$ cat config.mk
export PLATFORM = sky130hd
export DESIGN_NAME = rag_ctrl
export DESIGN_NICKNAME = d
export VERILOG_FILES = /design/src/design/rag_pkg.sv /design/src/design/rag_ctrl.sv
export SDC_FILE = /design/constraint.sdc
export NUM_CORES = 1
export LEC_CHECK = 0
export BUFFER_PORTS_ARGS = -buffer_cell sky130_fd_sc_hd__buf_2
export CORE_ASPECT_RATIO = 0.8
export CORE_MARGIN = 2
export CORE_UTILIZATION = 60
export CTS_CLUSTER_SIZE = 12
export DETAILED_ROUTE_END_ITERATION = 12
export PLACE_DENSITY = 0.88
export SLEW_MARGIN = 20
export SYNTH_ARGS = -nofsm -noshare
export SYNTH_HDL_FRONTEND = slang
export SYNTH_SLANG_ARGS = --single-unit
$ cat constraint.sdc
create_clock -name clock -period 8.4 [get_ports clock]
set_input_delay 0.84 -clock clock [delete_from_list [all_inputs] [get_ports clock]]
set_output_delay 0.84 -clock clock [all_outputs]
set_load 0.02 [all_outputs]
$ cat src/design/rag_pkg.sv
// Shared types, codes and helpers for the Pade residual and gradient block.
package rag_pkg;

   localparam int DEF_MAX_TERMS = 16;
   localparam int DEF_FRAC_BITS = 16;
   // Address fields in the command are sized for the largest table.
   localparam int IDX_W = 7;
   localparam int ACC_W = 72;

   localparam logic REQ_LOAD = 1'b0;
   localparam logic REQ_EVAL = 1'b1;
   localparam logic KIND_RES = 1'b0;
   localparam logic KIND_DER = 1'b1;

   localparam logic CSR_NUM_TERMS = 1'b0;
   localparam logic CSR_DEN_TERMS = 1'b1;

   localparam logic [3:0] OP_NOP      = 4'd0;
   localparam logic [3:0] OP_LOAD     = 4'd1;
   localparam logic [3:0] OP_START    = 4'd2;
   localparam logic [3:0] OP_POW_MUL  = 4'd3;
   localparam logic [3:0] OP_POW_WR   = 4'd4;
   localparam logic [3:0] OP_RD       = 4'd5;
   localparam logic [3:0] OP_TERM_MUL = 4'd6;
   localparam logic [3:0] OP_TERM_ACC = 4'd7;
   localparam logic [3:0] OP_FINISH   = 4'd8;
   localparam logic [3:0] OP_DIV_NUM  = 4'd9;
   localparam logic [3:0] OP_DIV_PW   = 4'd10;
   localparam logic [3:0] OP_DIV_T    = 4'd11;
   localparam logic [3:0] OP_F_SAVE   = 4'd12;
   localparam logic [3:0] OP_FMUL     = 4'd13;
   localparam logic [3:0] OP_T_SAVE   = 4'd14;
   localparam logic [3:0] OP_EMIT     = 4'd15;

   localparam logic [1:0] VS_ZERO = 2'd0;
   localparam logic [1:0] VS_RES  = 2'd1;
   localparam logic [1:0] VS_QPOS = 2'd2;
   localparam logic [1:0] VS_QNEG = 2'd3;

   typedef struct packed {
      logic [3:0]       op;
      logic [IDX_W-1:0] coef_addr;
      logic [IDX_W-1:0] pw_addr;
      logic             acc_den;
      logic [1:0]       vsel;
      logic             kind;
      logic [3:0]       term_index;
      logic             last;
   } cmd_type;

   typedef struct packed {
      logic den_zero;
      logic div_busy;
      logic out_free;
   } status_type;

   typedef struct packed {
      logic signed [31:0] val;
      logic               ovf;
   } sat_type;

   function automatic sat_type sat32(input logic signed [ACC_W-1:0] v);
      sat_type r;
      logic    fits;
      fits = (&v[ACC_W-1:31]) | ~(|v[ACC_W-1:31]);
      r.ovf = ~fits;
      if (fits) begin
         r.val = v[31:0];
      end else if (v[ACC_W-1]) begin
         r.val = 32'sh8000_0000;
      end else begin
         r.val = 32'sh7FFF_FFFF;
      end
      return r;
   endfunction

endpackage

$ cat src/design/rag_ctrl.sv
// Controller: configuration registers and the sequencer that drives the datapath.
module rag_ctrl import rag_pkg::*; #(
   parameter int MAX_TERMS = DEF_MAX_TERMS
) (
   input  logic       clock,
   input  logic       reset,
   input  logic       req_valid,
   output logic       req_ready,
   input  logic       req_op,
   input  logic       csr_wr_en,
   input  logic       csr_index,
   input  logic [4:0] csr_wdata,
   input  status_type status,
   output cmd_type    cmd
);

   localparam int JW = $clog2(MAX_TERMS + 2);

   localparam logic [4:0] S_IDLE      = 5'd0;
   localparam logic [4:0] S_POW_CHK   = 5'd1;
   localparam logic [4:0] S_POW_WR    = 5'd2;
   localparam logic [4:0] S_ACC_RD    = 5'd3;
   localparam logic [4:0] S_ACC_MUL   = 5'd4;
   localparam logic [4:0] S_ACC_ADD   = 5'd5;
   localparam logic [4:0] S_FIN       = 5'd6;
   localparam logic [4:0] S_CHK_DEN   = 5'd7;
   localparam logic [4:0] S_ZERO_EMIT = 5'd8;
   localparam logic [4:0] S_DIV_F     = 5'd9;
   localparam logic [4:0] S_RES_EMIT  = 5'd10;
   localparam logic [4:0] S_DER_RD    = 5'd11;
   localparam logic [4:0] S_DER_NDIV  = 5'd12;
   localparam logic [4:0] S_DER_FMUL  = 5'd13;
   localparam logic [4:0] S_DER_TSAVE = 5'd14;
   localparam logic [4:0] S_DER_TDIV  = 5'd15;
   localparam logic [4:0] S_DER_WAIT  = 5'd16;
   localparam logic [4:0] S_DER_EMIT  = 5'd17;

   logic [4:0] state_ff, state_in;
   logic [4:0] cfg_num_ff;
   logic [3:0] cfg_den_ff;
   logic [JW-1:0] j_ff, j_in, n_ff, top_ff, tot_ff;
   logic [JW-1:0] n_c, m_lim, m_c, top_c, pwi;
   logic accept;

   always_ff @(posedge clock) begin
      if (reset) begin
         cfg_num_ff <= 5'd1;
         cfg_den_ff <= 4'd0;
      end else if (csr_wr_en) begin
         if (csr_index == CSR_NUM_TERMS) begin
            cfg_num_ff <= csr_wdata;
         end else begin
            cfg_den_ff <= csr_wdata[3:0];
         end
      end
   end

   // Term counts beyond the table are clamped, numerator first.
   always_comb begin
      n_c   = (32'(cfg_num_ff) > MAX_TERMS) ? JW'(MAX_TERMS) : JW'(cfg_num_ff);
      m_lim = JW'(MAX_TERMS) - n_c;
      m_c   = (32'(cfg_den_ff) > 32'(m_lim)) ? m_lim : JW'(cfg_den_ff);
      top_c = ((n_c != '0) && ((n_c - JW'(1)) > m_c)) ? (n_c - JW'(1)) : m_c;
      pwi   = (j_ff < n_ff) ? j_ff : (j_ff - n_ff + JW'(1));
   end

   assign req_ready = (state_ff == S_IDLE);
   assign accept    = req_valid && req_ready;

   always_comb begin
      state_in       = state_ff;
      j_in           = j_ff;
      cmd            = '0;
      cmd.op         = OP_NOP;
      cmd.coef_addr  = IDX_W'(j_ff);
      cmd.pw_addr    = IDX_W'(pwi);
      cmd.term_index = 4'(j_ff);
      case (state_ff)
         S_IDLE: begin
            if (accept) begin
               if (req_op == REQ_LOAD) begin
                  cmd.op = OP_LOAD;
               end else begin
                  cmd.op   = OP_START;
                  j_in     = JW'(1);
                  state_in = S_POW_CHK;
               end
            end
         end
         S_POW_CHK: begin
            if (j_ff > top_ff) begin
               j_in     = '0;
               state_in = S_ACC_RD;
            end else begin
               cmd.op   = OP_POW_MUL;
               state_in = S_POW_WR;
            end
         end
         S_POW_WR: begin
            cmd.op      = OP_POW_WR;
            cmd.pw_addr = IDX_W'(j_ff);
            j_in        = j_ff + JW'(1);
            state_in    = S_POW_CHK;
         end
         S_ACC_RD: begin
            if (j_ff == tot_ff) begin
               state_in = S_FIN;
            end else begin
               cmd.op   = OP_RD;
               state_in = S_ACC_MUL;
            end
         end
         S_ACC_MUL: begin
            cmd.op   = OP_TERM_MUL;
            state_in = S_ACC_ADD;
         end
         S_ACC_ADD: begin
            cmd.op      = OP_TERM_ACC;
            cmd.acc_den = (j_ff >= n_ff);
            j_in        = j_ff + JW'(1);
            state_in    = S_ACC_RD;
         end
         S_FIN: begin
            cmd.op   = OP_FINISH;
            state_in = S_CHK_DEN;
         end
         S_CHK_DEN: begin
            j_in = '0;
            if (status.den_zero) begin
               state_in = S_ZERO_EMIT;
            end else begin
               cmd.op   = OP_DIV_NUM;
               state_in = S_DIV_F;
            end
         end
         S_ZERO_EMIT: begin
            // Result k of a zero denominator is term k-1, after the residual.
            cmd.vsel       = VS_ZERO;
            cmd.kind       = (j_ff == '0) ? KIND_RES : KIND_DER;
            cmd.term_index = (j_ff == '0) ? 4'd0 : 4'(j_ff - JW'(1));
            cmd.last       = (j_ff == tot_ff);
            if (status.out_free) begin
               cmd.op = OP_EMIT;
               j_in   = j_ff + JW'(1);
               if (j_ff == tot_ff) begin
                  state_in = S_IDLE;
               end
            end
         end
         S_DIV_F: begin
            if (!status.div_busy) begin
               cmd.op   = OP_F_SAVE;
               state_in = S_RES_EMIT;
            end
         end
         S_RES_EMIT: begin
            cmd.vsel       = VS_RES;
            cmd.kind       = KIND_RES;
            cmd.term_index = 4'd0;
            cmd.last       = (tot_ff == '0);
            if (status.out_free) begin
               cmd.op   = OP_EMIT;
               state_in = (tot_ff == '0) ? S_IDLE : S_DER_RD;
            end
         end
         S_DER_RD: begin
            cmd.op   = OP_RD;
            state_in = (j_ff < n_ff) ? S_DER_NDIV : S_DER_FMUL;
         end
         S_DER_NDIV: begin
            cmd.op   = OP_DIV_PW;
            state_in = S_DER_WAIT;
         end
         S_DER_FMUL: begin
            cmd.op   = OP_FMUL;
            state_in = S_DER_TSAVE;
         end
         S_DER_TSAVE: begin
            cmd.op   = OP_T_SAVE;
            state_in = S_DER_TDIV;
         end
         S_DER_TDIV: begin
            cmd.op   = OP_DIV_T;
            state_in = S_DER_WAIT;
         end
         S_DER_WAIT: begin
            if (!status.div_busy) begin
               state_in = S_DER_EMIT;
            end
         end
         S_DER_EMIT: begin
            cmd.vsel = (j_ff < n_ff) ? VS_QPOS : VS_QNEG;
            cmd.kind = KIND_DER;
            cmd.last = ((j_ff + JW'(1)) == tot_ff);
            if (status.out_free) begin
               cmd.op   = OP_EMIT;
               j_in     = j_ff + JW'(1);
               state_in = ((j_ff + JW'(1)) == tot_ff) ? S_IDLE : S_DER_RD;
            end
         end
         default: begin
            state_in = S_IDLE;
         end
      endcase
   end

   always_ff @(posedge clock) begin
      if (reset) begin
         state_ff <= S_IDLE;
         j_ff     <= '0;
      end else begin
         state_ff <= state_in;
         j_ff     <= j_in;
      end
   end

   always_ff @(posedge clock) begin
      if (accept && (req_op == REQ_EVAL)) begin
         n_ff   <= n_c;
         top_ff <= top_c;
         tot_ff <= n_c + m_c;
      end
   end

endmodule

==> metrics.txt <==
status finished, final reports clean; final hold viol count 0; postcts setup bufs 0; maximum clock path buffer count 2; CTS root buffer clkbuf_8; fin area 0.00347 mm²; Worst EP arrival 4.76 ns; share of layout cells above drive strength 1 0.135; CP max FO 9; Post-Synthesis Cells 416; clock slew at reported path FFs 0.07 ns; hold slack 0.488 ns; Hold EP cfg_den_ff[2]$_SDFFE_PP0P_; Yosys reg bits 34; R2R cell count 18; post-synthesis cell type count 62; TritonCTS buffer count 5; critical path data required time 8.43 ns; Routed Antenna Nets 0; number of synthesized flops with an enable pin 15; pwr dens 206 mW/mm²; H-tree depth 2; Area Growth Syn to Fin 7.44%; Worst VDD drop 149 µV; register area share after synthesis 0.257; CTS Sinks 34; global-route wire length before repair 12.9 mm; R2R Setup Slk 3.68 ns; Setup TNS 0 ns; Setup crit end kind register; Slew Viols, Final 0; P_leak 1.57 nW; vias after detailed routing 3080; overall routing resource usage 0.269; kind of critical path register to register; grt ovf 0; DRT Pass-1 Iters 5; Vias/cell 6.16; Die Y 69.6 µm; diode count 0; fillers 422; drc violations 0; Cell Area, Synth 0.00323 mm²; fin crit period 4.72 ns; period utilization 0.562; Synthesis Warnings 0; max_slew headroom 0.345; Synth async-reset ratio 0; Die Wd 86.0 µm; WL final 7.81 mm; total power 0.000715 W; Synth Flop Type dfxtp_1; Min-Delay Path Depth 2; core box area 0.00509 mm²; CTS resizes 0; RR Startpoint cfg_num_ff[4]$_SDFFE_PP0P_; max-capacitance violation count 0; GPL Wtd Cong 0.969; hold buffers post-CTS 0; DP HPWL 5.97 mm; Nets 485; vias in the first global route 2743; Initial Utilization 0.634; initial antenna violation count 0; largest net degree at the start of global routing 31; Startpoint Class register; DRT iter0 DRCs 388; clk_skew 0.00908 ns; unrepaired setup endpoints after global routing false; CTS tree yes; Cell Area, Placed 0.00339 mm²; RR Endpoint top_ff[0]$_DFFE_PP_; number of I/O port buffers 37; Slew @ Worst Pin 0.981 ns; FMAX 212 MHz; # rows 23; wire per inst 15.6 µm; die area 0.00599 mm²; final setup violating endpoints 0; final core utilization 0.681; I/O pin count 42; Hold Startpoint cfg_den_ff[2]$_SDFFE_PP0P_; Post-Syn Area per Cell 7.77 µm²; Hold Path Class register to register; Worst-Skew Late Latency 0.28 ns
## cell usage in the layout (no fill, tap or decap), types with 3 or more instances in the layout
cell / n
nand2_1: 41
a21oi_1: 39
buf_2: 37
inv_1: 36
nor2_1: 31
ha_1: 31
o21ai_0: 26
dfxtp_1: 19
nor3_1: 16
nand3_1: 15
edfxtp_1: 15
xnor2_1: 12
nand2b_1: 8
nor2b_1: 8
xor2_1: 6
mux2i_1: 6
a21o_1: 5
a211oi_1: 5
conb_1: 5
clkbuf_8: 5
o22ai_1: 4
a31oi_1: 4
or3_1: 3
mux2_2: 3
o21a_1: 3
o2bb2ai_1: 3
fa_1: 3
## cell type report
type / count / area (µm²) / share of cell area
Sequential cell: 34 / 831 / 0.239
Timing Repair Buffer: 39 / 200 / 0.0577
Inverter: 36 / 135 / 0.0389
Multi-Input combinational cell: 321 / 2150 / 0.618
Clock buffer: 6 / 72.6 / 0.0209
Tap cell: 62 / 77.6 / 0.0224
Clock inverter: 2 / 8.76 / 0.00252
## sequential cells by signal, summed over array words and instances, names as in the netlist
signal      flops
cfg_den_ff      4
cfg_num_ff      5
j_ff            5
n_ff            5
state_ff        5
top_ff          5
tot_ff          5
## worst max-delay path by stage
stage | slack (ns) | cells past startpoint | end | from
2_1_floorplan | 4.17 | 19 | top_ff[0]$_DFFE_PP_ | cfg_num_ff[4]$_SDFFE_PP0P_
3_3_place_gp | 3.94 | 18 | top_ff[0]$_DFFE_PP_ | cfg_num_ff[4]$_SDFFE_PP0P_
3_5_place_dp | 3.77 | 18 | top_ff[0]$_DFFE_PP_ | cfg_num_ff[4]$_SDFFE_PP0P_
4_1_cts | 3.76 | 18 | top_ff[0]$_DFFE_PP_ | cfg_num_ff[4]$_SDFFE_PP0P_
5_1_grt | 3.46 | 19 | top_ff[0]$_DFFE_PP_ | cfg_num_ff[4]$_SDFFE_PP0P_
6_report | 3.68 | 18 | top_ff[0]$_DFFE_PP_ | cfg_num_ff[4]$_SDFFE_PP0P_
## where the power goes
group | internal [W] | total, W | leakage [nW] | switching [W]
Sequential | 0.000200 | 0.000244 | 0.296 | 0.0000442
Clock | 0.0000570 | 0.000115 | 0.0426 | 0.0000577
Combinational | 0.000138 | 0.000357 | 1.23 | 0.000218
## critical path, cell delays in order, from the launching register on
cell and delay (ns):
dfxtp_1 0.36, inv_1 0.20, nand2_1 0.16, ha_1 0.34, inv_1 0.11, ha_1 0.25, nor2b_1 0.14, o21ai_0 0.22
a32oi_1 0.10, maj3_1 0.37, nand2_1 0.18, mux2i_1 0.45, ha_1 0.32, nand3_1 0.12, nor3b_1 0.06, mux2_4 0.27
a221o_1 0.46, mux2i_1 0.16, a31o_2 0.21
## cell usage after synthesis (4+ instances only)
cell	number	area, µm²
nor2b_1	8	50.1
xnor2_1	12	105
edfxtp_1	15	450
xor2_1	6	52.6
nor2_1	31	116
a21o_1	5	37.5
a31oi_1	4	25.0
o22ai_1	4	25.0
clkbuf_1	16	60.1
a21oi_1	39	195
nand2b_1	8	50.1
buf_4	4	30.0
nand2_1	41	154
o21ai_0	26	130
dfxtp_1	19	380
ha_1	31	388
nand3_1	15	75.1
mux2i_1	6	60.1
inv_1	36	135
nor3_1	16	80.1
a211oi_1	5	37.5
## cells by family (layout without fill, tap and decap cells)
kind of cell             count (synthesis)  count (layout)  synth area share
adder cells (fa/ha/maj)                 36              36             0.145
multiplexers                            11              11            0.0383
buffers and inverters                   64              83            0.0840
AND/OR/NAND/NOR                        140             140             0.211
flip-flops                              34              34             0.257
XOR/XNOR                                18              18            0.0488
AO/OA/AOI/OAI                          111             111             0.214
other                                    2               5           0.00232
## through the flow
step / instances / setup slack [ns]
final: 500 / 3.68
after global routing: 500 / 3.46
after CTS: 500 / 3.76
after detailed placement: 492 / 3.77
after global placement: 492 / 3.94
after floorplan: 419 / 4.17
## layer usage
| layer | share of wire | track usage | vias to the layer above |
|---|---|---|---|
| met5 | 0 | 0 | - |
| met4 | 0.010 | 0.0459 | 0 |
| met3 | 0.095 | 0.0679 | 12 |
| met2 | 0.46 | 0.425 | 167 |
| met1 | 0.44 | 0.373 | 1399 |
| li1 | - | - | 1502 |
No activity file was read; power rests on OpenSTA's default activity.
